<file path="src/design/rvm_pkg.sv">
// Shared types, opcodes and constants of the register VM executor.
package rvm_pkg;

    localparam int FUNC_W   = 6;
    localparam int DCNT_W   = 11;
    localparam int WORD_W   = 32;
    localparam int CADDR_W  = 12;
    localparam int ERR_W    = 2;
    localparam int ADDR_EXT = 16;   // widest code address the parameters allow
    localparam int APB_AW   = 3;
    localparam int APB_DW   = 32;

    localparam int DEF_REG_COUNT    = 16;
    localparam int DEF_STACK_DEPTH  = 1024;
    localparam int DEF_RETURN_DEPTH = 64;
    localparam int DEF_CODE_DEPTH   = 4096;
    localparam int DEF_GLOBAL_COUNT = 256;

    localparam int DIV_STEPS = 32;
    localparam int DIV_CW    = 6;

    // register index on the configuration port
    localparam logic REG_ENTRY = 1'b0;

    localparam logic [FUNC_W-1:0] OP_MOV_V      = 6'd0;
    localparam logic [FUNC_W-1:0] OP_MOV_R      = 6'd1;
    localparam logic [FUNC_W-1:0] OP_MOV_S      = 6'd2;
    localparam logic [FUNC_W-1:0] OP_MOV_FLAG   = 6'd3;
    localparam logic [FUNC_W-1:0] OP_ADD        = 6'd4;
    localparam logic [FUNC_W-1:0] OP_ADD_V      = 6'd5;
    localparam logic [FUNC_W-1:0] OP_SUB        = 6'd6;
    localparam logic [FUNC_W-1:0] OP_SUB_V      = 6'd7;
    localparam logic [FUNC_W-1:0] OP_SUB_V_R0   = 6'd8;
    localparam logic [FUNC_W-1:0] OP_SUB_V_R1   = 6'd9;
    localparam logic [FUNC_W-1:0] OP_MUL        = 6'd10;
    localparam logic [FUNC_W-1:0] OP_MUL_V      = 6'd11;
    localparam logic [FUNC_W-1:0] OP_DIV        = 6'd12;
    localparam logic [FUNC_W-1:0] OP_DIV_V      = 6'd13;
    localparam logic [FUNC_W-1:0] OP_LT         = 6'd14;
    localparam logic [FUNC_W-1:0] OP_LT_V       = 6'd15;
    localparam logic [FUNC_W-1:0] OP_LE         = 6'd16;
    localparam logic [FUNC_W-1:0] OP_LE_V       = 6'd17;
    localparam logic [FUNC_W-1:0] OP_GT         = 6'd18;
    localparam logic [FUNC_W-1:0] OP_GT_V       = 6'd19;
    localparam logic [FUNC_W-1:0] OP_GE         = 6'd20;
    localparam logic [FUNC_W-1:0] OP_GE_V       = 6'd21;
    localparam logic [FUNC_W-1:0] OP_EQ         = 6'd22;
    localparam logic [FUNC_W-1:0] OP_EQ_V       = 6'd23;
    localparam logic [FUNC_W-1:0] OP_LD_G       = 6'd24;
    localparam logic [FUNC_W-1:0] OP_ST_G       = 6'd25;
    localparam logic [FUNC_W-1:0] OP_CMP        = 6'd26;
    localparam logic [FUNC_W-1:0] OP_JMP        = 6'd27;
    localparam logic [FUNC_W-1:0] OP_PUSH       = 6'd28;
    localparam logic [FUNC_W-1:0] OP_POP        = 6'd29;
    localparam logic [FUNC_W-1:0] OP_CALL       = 6'd30;
    localparam logic [FUNC_W-1:0] OP_RET        = 6'd31;
    localparam logic [FUNC_W-1:0] OP_PRINT_I    = 6'd32;
    localparam logic [FUNC_W-1:0] OP_PRINT_TNIL = 6'd33;
    localparam logic [FUNC_W-1:0] OP_END        = 6'd34;

    localparam logic [ERR_W-1:0] ERR_NONE = 2'd0;
    localparam logic [ERR_W-1:0] ERR_DIV0 = 2'd1;
    localparam logic [ERR_W-1:0] ERR_DSTK = 2'd2;
    localparam logic [ERR_W-1:0] ERR_RSTK = 2'd3;

    typedef struct packed {
        logic clearing;
        logic ready;
        logic mul_start;
        logic div_start;
        logic div_step;
        logic commit;
    } t_cmd;

    typedef struct packed {
        logic clear_done;
        logic accept;
        logic need_mul;
        logic need_div;
        logic div_done;
        logic out_free;
    } t_status;

endpackage

</file>
<file path="src/design/rvm_ctrl.sv">
// Sequencer: clear pass, accept, execute, multiply and divide waits.
module rvm_ctrl (
    input  logic             i_clk,
    input  logic             i_rst_n,
    input  rvm_pkg::t_status i_status,
    output rvm_pkg::t_cmd    o_cmd
);
    import rvm_pkg::*;

    typedef enum logic [4:0] {
        S_CLEAR = 5'b00001,
        S_IDLE  = 5'b00010,
        S_EXEC  = 5'b00100,
        S_MUL   = 5'b01000,
        S_DIV   = 5'b10000
    } t_state;

    t_state r_state, n_state;

    always_ff @(posedge i_clk) begin
        if (!i_rst_n) begin
            r_state <= S_CLEAR;
        end else begin
            r_state <= n_state;
        end
    end

    always_comb begin
        n_state = r_state;
        o_cmd   = '0;
        case (r_state)
            S_CLEAR: begin
                o_cmd.clearing = 1'b1;
                if (i_status.clear_done) begin
                    n_state = S_IDLE;
                end
            end
            S_IDLE: begin
                o_cmd.ready = 1'b1;
                if (i_status.accept) begin
                    n_state = S_EXEC;
                end
            end
            S_EXEC: begin
                if (i_status.need_mul) begin
                    o_cmd.mul_start = 1'b1;
                    n_state = S_MUL;
                end else if (i_status.need_div) begin
                    o_cmd.div_start = 1'b1;
                    n_state = S_DIV;
                end else if (i_status.out_free) begin
                    o_cmd.commit = 1'b1;
                    n_state = S_IDLE;
                end
            end
            S_MUL: begin
                if (i_status.out_free) begin
                    o_cmd.commit = 1'b1;
                    n_state = S_IDLE;
                end
            end
            S_DIV: begin
                o_cmd.div_step = 1'b1;
                if (i_status.div_done && i_status.out_free) begin
                    o_cmd.commit = 1'b1;
                    n_state = S_IDLE;
                end
            end
            default: begin
                n_state = S_CLEAR;
            end
        endcase
    end
endmodule

</file>
<file path="config.mk">
export PLATFORM = sky130hd
export DESIGN_NAME = rvm_ctrl
export DESIGN_NICKNAME = d
export VERILOG_FILES = /design/src/design/rvm_pkg.sv /design/src/design/rvm_ctrl.sv
export SDC_FILE = /design/constraint.sdc
export NUM_CORES = 1
export LEC_CHECK = 0
export ABC_AREA = 1
export BUFFER_PORTS_ARGS = -buffer_cell sky130_fd_sc_hd__buf_4
export CAP_MARGIN = 40
export CORE_AREA = 2 2 39 41
export DETAILED_ROUTE_END_ITERATION = 16
export DIE_AREA = 0 0 41 43
export MAX_ROUTING_LAYER = met4
export PLACE_DENSITY = 0.6
export SLEW_MARGIN = 30
export SYNTH_ARGS = -nofsm -noshare
export SYNTH_HDL_FRONTEND = slang
export SYNTH_SLANG_ARGS = --single-unit
</file>
<file path="constraint.sdc">
create_clock -name i_clk -period 1.2 [get_ports i_clk]
set_clock_uncertainty 0.15 [all_clocks]
set_input_delay 0.18 -clock i_clk [delete_from_list [all_inputs] [get_ports i_clk]]
set_output_delay 0.18 -clock i_clk [all_outputs]
set_load 0.03 [all_outputs]
</file>
After elaboration in Yosys (flattened, before gate mapping)
Index checks and enable logic that the tools add are counted.
- register bits after elaboration: 5
- latch bits: 0
- RAM bits: 0
- memory bits (read-only): 0
- input port bits: 8
- memories kept: 0
- add/sub/neg operators: 0
- multiply operators: 0
- div/mod/pow operators: 0
- $lt $le $gt $ge: 0
- equality and inequality tests: 8
- shift operators: 0
- mux-type cells: 19
- bitwise operators: 0
- reduce and logical (&&, ||, !) cells: 2
- operator list (kind ; number):
    $mux 5 ; 6
    $pmux 5 s5 ; 1
    $mux 1 ; 10
    $ne 2x2->1 const B ; 3
    $eq 5x1->1 const B ; 1
    $eq 5x2->1 const B ; 1
    $eq 5x3->1 const B ; 1
    $eq 5x4->1 const B ; 1
    $eq 5x5->1 const B ; 1
    $pmux 1 s3 ; 1
    $reduce_and 3->1 ; 1
    $mux 2 ; 1
    $logic_and 1x1->1 ; 1

Longest topological paths before layout
- depth after elaboration: 4
- gate-level depth with buffers: 8
- depth with buffers taken out: 8

Worst setup path before layout
Ideal clock, no wire load.
- path type: register to output
- start: register r_state[1]
- end: output port o_cmd[0] (netlist bit)
- data arrival time: 1236 ps
- required time: 870 ps
- setup slack: -366 ps
- stages on the path, launching flop included: 6
- cells stage by stage: dfxtp_1 -> nor2_4 -> nand2_2 -> nor2_4 -> inv_2 -> o221ai_1
- RTL lines (item ; line ; RTL):
    start, declared ; rvm_ctrl.sv:18 ; t_state r_state, n_state;
    start signal, assigned ; rvm_ctrl.sv:24 ; r_state <= n_state;
    end, declared ; rvm_ctrl.sv:6 ; output rvm_pkg::t_cmd o_cmd

==> metrics.txt <==
# TYPE chip_impl_metric gauge
chip_impl_metric{name="floorplan.die.width",unit="microns"} 41
chip_impl_metric{name="dr.pass1.iters",unit=""} 6
chip_impl_metric{name="largest_reg_flops",unit=""} 5
chip_impl_metric{name="grt_antenna_before_repair",unit=""} 0
chip_impl_metric{name="drv.max_cap_violation_count",unit=""} 0
chip_impl_metric{name="rows",unit=""} 14
chip_impl_metric{name="post_route_ant_nets",unit=""} 0
chip_impl_metric{name="clk_transition_reported_paths",unit="ns"} 0.04
chip_impl_metric{name="number_of_vias_per_cell_after_detailed_routing",unit=""} 4.62
chip_impl_metric{name="synth.cell_area",unit="sq um"} 402
chip_impl_metric{name="multi_input_comb_area",unit="sq um"} 294
chip_impl_metric{name="top_level_ports",unit=""} 14
chip_impl_metric{name="cts-htree-levels",unit=""} 1
chip_impl_metric{name="crit_path_max_fanout",unit=""} 4
chip_impl_metric{name="reg2reg_setup_slack",unit="ns"} -0.25
chip_impl_metric{name="seq_area_frac_synth",unit="%"} 24.9
chip_impl_info{name="crit_slowest_cell",value="dfxtp_2"} 1
chip_impl_metric{name="design.die.area",unit="sq um"} 1760
chip_impl_info{name="start_kind",value="register"} 1
chip_impl_metric{name="initial_core_util",unit="%"} 29.0
chip_impl_info{name="cpMostUsedCell",value="nor2_4"} 1
chip_impl_metric{name="finalWorstPathRequiredPeriod",unit="ns"} 1.60
chip_impl_info{name="setup.worst_path.class",value="reg2out"} 1
chip_impl_info{name="crit_path_end_kind",value="output port"} 1
chip_impl_metric{name="grt_pass1_wl",unit="microns"} 1780
chip_impl_metric{name="syn_nets",unit=""} 72
chip_impl_metric{name="groute.usage.overall",unit="%"} 15.2
chip_impl_metric{name="worst_slack",unit="ns"} -0.402
chip_impl_info{name="synth_top_cells_by_area",value="dfxtp_1 25%, inv_1 16%, nor2_1 9.3%"} 1
chip_impl_metric{name="critical_path_arrival",unit="ns"} 1.27
chip_impl_metric{name="diodes",unit=""} 0
chip_impl_metric{name="proportion_of_layout_cells_with_a_drive_suffix_above_1",unit="%"} 63.9
chip_impl_metric{name="drc",unit=""} 0
chip_impl_metric{name="yosys.cell_types.count",unit=""} 15
chip_impl_metric{name="drt-wirelength-per-cell",unit="microns"} 11.2
chip_impl_info{name="cp_cell_sequence",value="nor2_4, nand2_2, nor2_4, inv_2, o221ai_4, buf_6"} 1
chip_impl_metric{name="dp_hpwl",unit="microns"} 939
chip_impl_metric{name="drtIter0Drc",unit=""} 2
chip_impl_metric{name="power-per-cell-area",unit="nW/um^2"} 1130
chip_impl_info{name="min_from",value="i_status[5]"} 1
chip_impl_info{name="grt_setup_unrepaired",value="yes"} 1
chip_impl_info{name="cts_tree",value="built"} 1
chip_impl_info{name="hold_path_class",value="in2reg"} 1
chip_impl_metric{name="wirelength",unit="microns"} 1270
chip_impl_metric{name="first_global_vias",unit=""} 462
chip_impl_metric{name="worst_slew_pin_slew",unit="ns"} 0.225
chip_impl_metric{name="maximum_number_of_pins_on_one_net_before_global_route_repair",unit=""} 7
chip_impl_info{name="clock-root-buffer",value="clkbuf_4"} 1
chip_impl_metric{name="power.ir.vdd_worst",unit="mV"} 0.691
chip_impl_metric{name="post_synth_inst_count",unit=""} 64
chip_impl_info{name="r2r-end",value="r_state[2]"} 1
chip_impl_metric{name="min_delay_path_depth",unit=""} 4
chip_impl_metric{name="final-setup-viol-count",unit=""} 10
chip_impl_info{name="r2r_start",value="r_state[1]"} 1
chip_impl_metric{name="grt-ovfl-total",unit=""} 0
chip_impl_metric{name="layout.filler_cells",unit=""} 128
chip_impl_metric{name="final_net_count",unit=""} 106
chip_impl_metric{name="finalMaxSlewViolations",unit=""} 0
chip_impl_metric{name="cts_buffers",unit=""} 3
chip_impl_metric{name="port_bufs",unit=""} 13
chip_impl_info{name="result_of_the_run",value="finished with violations"} 1
chip_impl_metric{name="regArea",unit="sq um"} 108
chip_impl_metric{name="cts.path.max_buffers",unit=""} 2
chip_impl_metric{name="achievable-frequency",unit="MHz"} 624
chip_impl_metric{name="dpl_ws",unit="ns"} -0.163
chip_impl_metric{name="core_region_area",unit="sq um"} 1380
chip_impl_metric{name="areaGrowthSynthToFinish",unit="%"} 92.8
chip_impl_metric{name="worstPathRequired",unit="ns"} 0.87
chip_impl_metric{name="slew-limit-headroom",unit="%"} 85.0
chip_impl_metric{name="cts_sinks",unit=""} 5
chip_impl_info{name="biggestRegsByFlops",value="r_state x5"} 1
chip_impl_metric{name="synth_seq_cells",unit=""} 5
chip_impl_metric{name="dr_total_vias",unit=""} 522
chip_impl_info{name="max_flop_register",value="r_state"} 1
chip_impl_info{name="min_to",value="r_state[0]"} 1
chip_impl_metric{name="min_period_over_period",unit="%"} 134
chip_impl_metric{name="synthesis.yosys.warnings",unit=""} 0
chip_impl_info{name="violations_in_the_final_reports",value="negative setup slack"} 1
chip_impl_metric{name="timing.reg2reg.worst_path_depth",unit=""} 9
chip_impl_metric{name="yosys.area.top_type_share",unit="%"} 24.9
chip_impl_metric{name="leakage",unit="nW"} 0.383
chip_impl_info{name="yosys.area.top_type",value="dfxtp_1"} 1
chip_impl_metric{name="clkLatencyLatePin",unit="ns"} 0.23
chip_impl_metric{name="finalWeightedCongestion",unit=""} 0.763
chip_impl_metric{name="chip_height",unit="microns"} 43
chip_impl_metric{name="syn-mean-instance-area",unit="sq um"} 6.28
chip_impl_metric{name="report.power.total",unit="uW"} 878
chip_impl_metric{name="crit_path_max_incr_delay",unit="ns"} 0.32
chip_impl_metric{name="finalHoldViolCount",unit=""} 0
==> Yosys cell counts (all sizes together) <==
library cell and count:
dfxtp 5, nand4 4, a21oi 1, nand2 9, o21a 1, nor3 2, inv 18, nand3 9
nor2 13, o21ai 1, o221ai 1
==> metal layers <==
layer  part of all wire [%]  track usage (%)  wire length, microns
met1                     38             18.4                   480
met2                     59             24.7                   745
met3                    3.4             3.14                    43
met4                      0             4.00                     0
met5                      0                -                     0
==> power breakdown <==
part | total (mW) | switching, mW | internal, mW
clock | 0.186 | 0.0609 | 0.125
sequential | 0.214 | 0.0238 | 0.191
combinational | 0.478 | 0.250 | 0.228
==> worst max-delay path by stage <==
| stage | depth (start not counted) | slack [ns] | start | to |
|---|---|---|---|---|
| after detailed placement | 4 | -0.16 | r_state[2] | o_cmd[0] |
| after CTS | 6 | -0.40 | r_state[1] | o_cmd[0] |
| after floorplan | 5 | -0.08 | r_state[1] | o_cmd[0] |
| final | 6 | -0.40 | r_state[1] | o_cmd[0] |
| after global placement | 4 | -0.13 | r_state[2] | o_cmd[0] |
| after global routing | 6 | -0.47 | r_state[1] | o_cmd[0] |
==> kinds of logic (layout without fill, tap and decap cells) <==
family          after synthesis  in the layout  synth area share, %
compound gates                4              4                 8.41
flops                         5              5                 24.9
simple gates                 37             37                 49.8
buf+inv                      18             51                 16.8
==> per-stage QoR <==
| stage | instances | cell area (sq um) | hold slack (ns) | utilization, % | TNS (ns) |
|---|---|---|---|---|---|
| 6_report | 113 | 774 | 0.136 | 56.0 | -2.62 |
| 5_1_grt | 113 | 774 | 0.169 | 56.0 | -3.36 |
| 4_1_cts | 110 | 711 | 0.129 | 51.4 | -2.35 |
| 3_5_place_dp | 104 | 633 | 0.261 | 45.8 | -1.01 |
| 3_3_place_gp | 104 | 633 | 0.252 | 45.8 | -0.793 |
| 2_1_floorplan | 64 | 420 | 0.115 | - | -0.0769 |
==> critical path, delay by kind of cell (launching register included) <==
family                 cells  cell delay [ns]
AND/OR/NAND/NOR            3             0.36
buffers and inverters      2             0.22
AO/OA/AOI/OAI              1             0.13
flip-flops                 1             0.32
==> placed cells by master (no fill, tap or decap) <==
master and instances:
inv_2 8, nor2_2 4, buf_12 1, nand3_1 5, dfxtp_2 3, buf_6 7
dfxtp_4 1, nor2_4 4, dfxtp_1 1, inv_1 10, nand3_2 3, nand2_2 3
nand4_1 4, a21oi_2 1, nand3_4 1, o21a_1 1, buf_4 20, nor3_1 1
dlygate4sd3_1 1, nor2_1 5, clkbuf_1 1, nor3_2 1, clkbuf_4 3, nand2_1 6
o21ai_2 1, o221ai_4 1
==> what timing repair did <==
action	4_1_cts	5_1_grt
setup buffers	2	4
setup endpoints to repair	11	11
gates resized for setup	11	15
hold buffers	1	0
hold endpoints to repair	1	0
cloned	0	0
pin swaps	5	7
==> area by class of cell <==
class | count | area share (%)
Tap cell | 16 | 2.58
Clock buffer | 4 | 3.39
Timing Repair Buffer | 29 | 33.4
Multi-Input combinational cell | 41 | 38.0
Inverter | 18 | 8.72
Sequential cell | 5 | 13.9
Power figures use the tool's default switching activity.
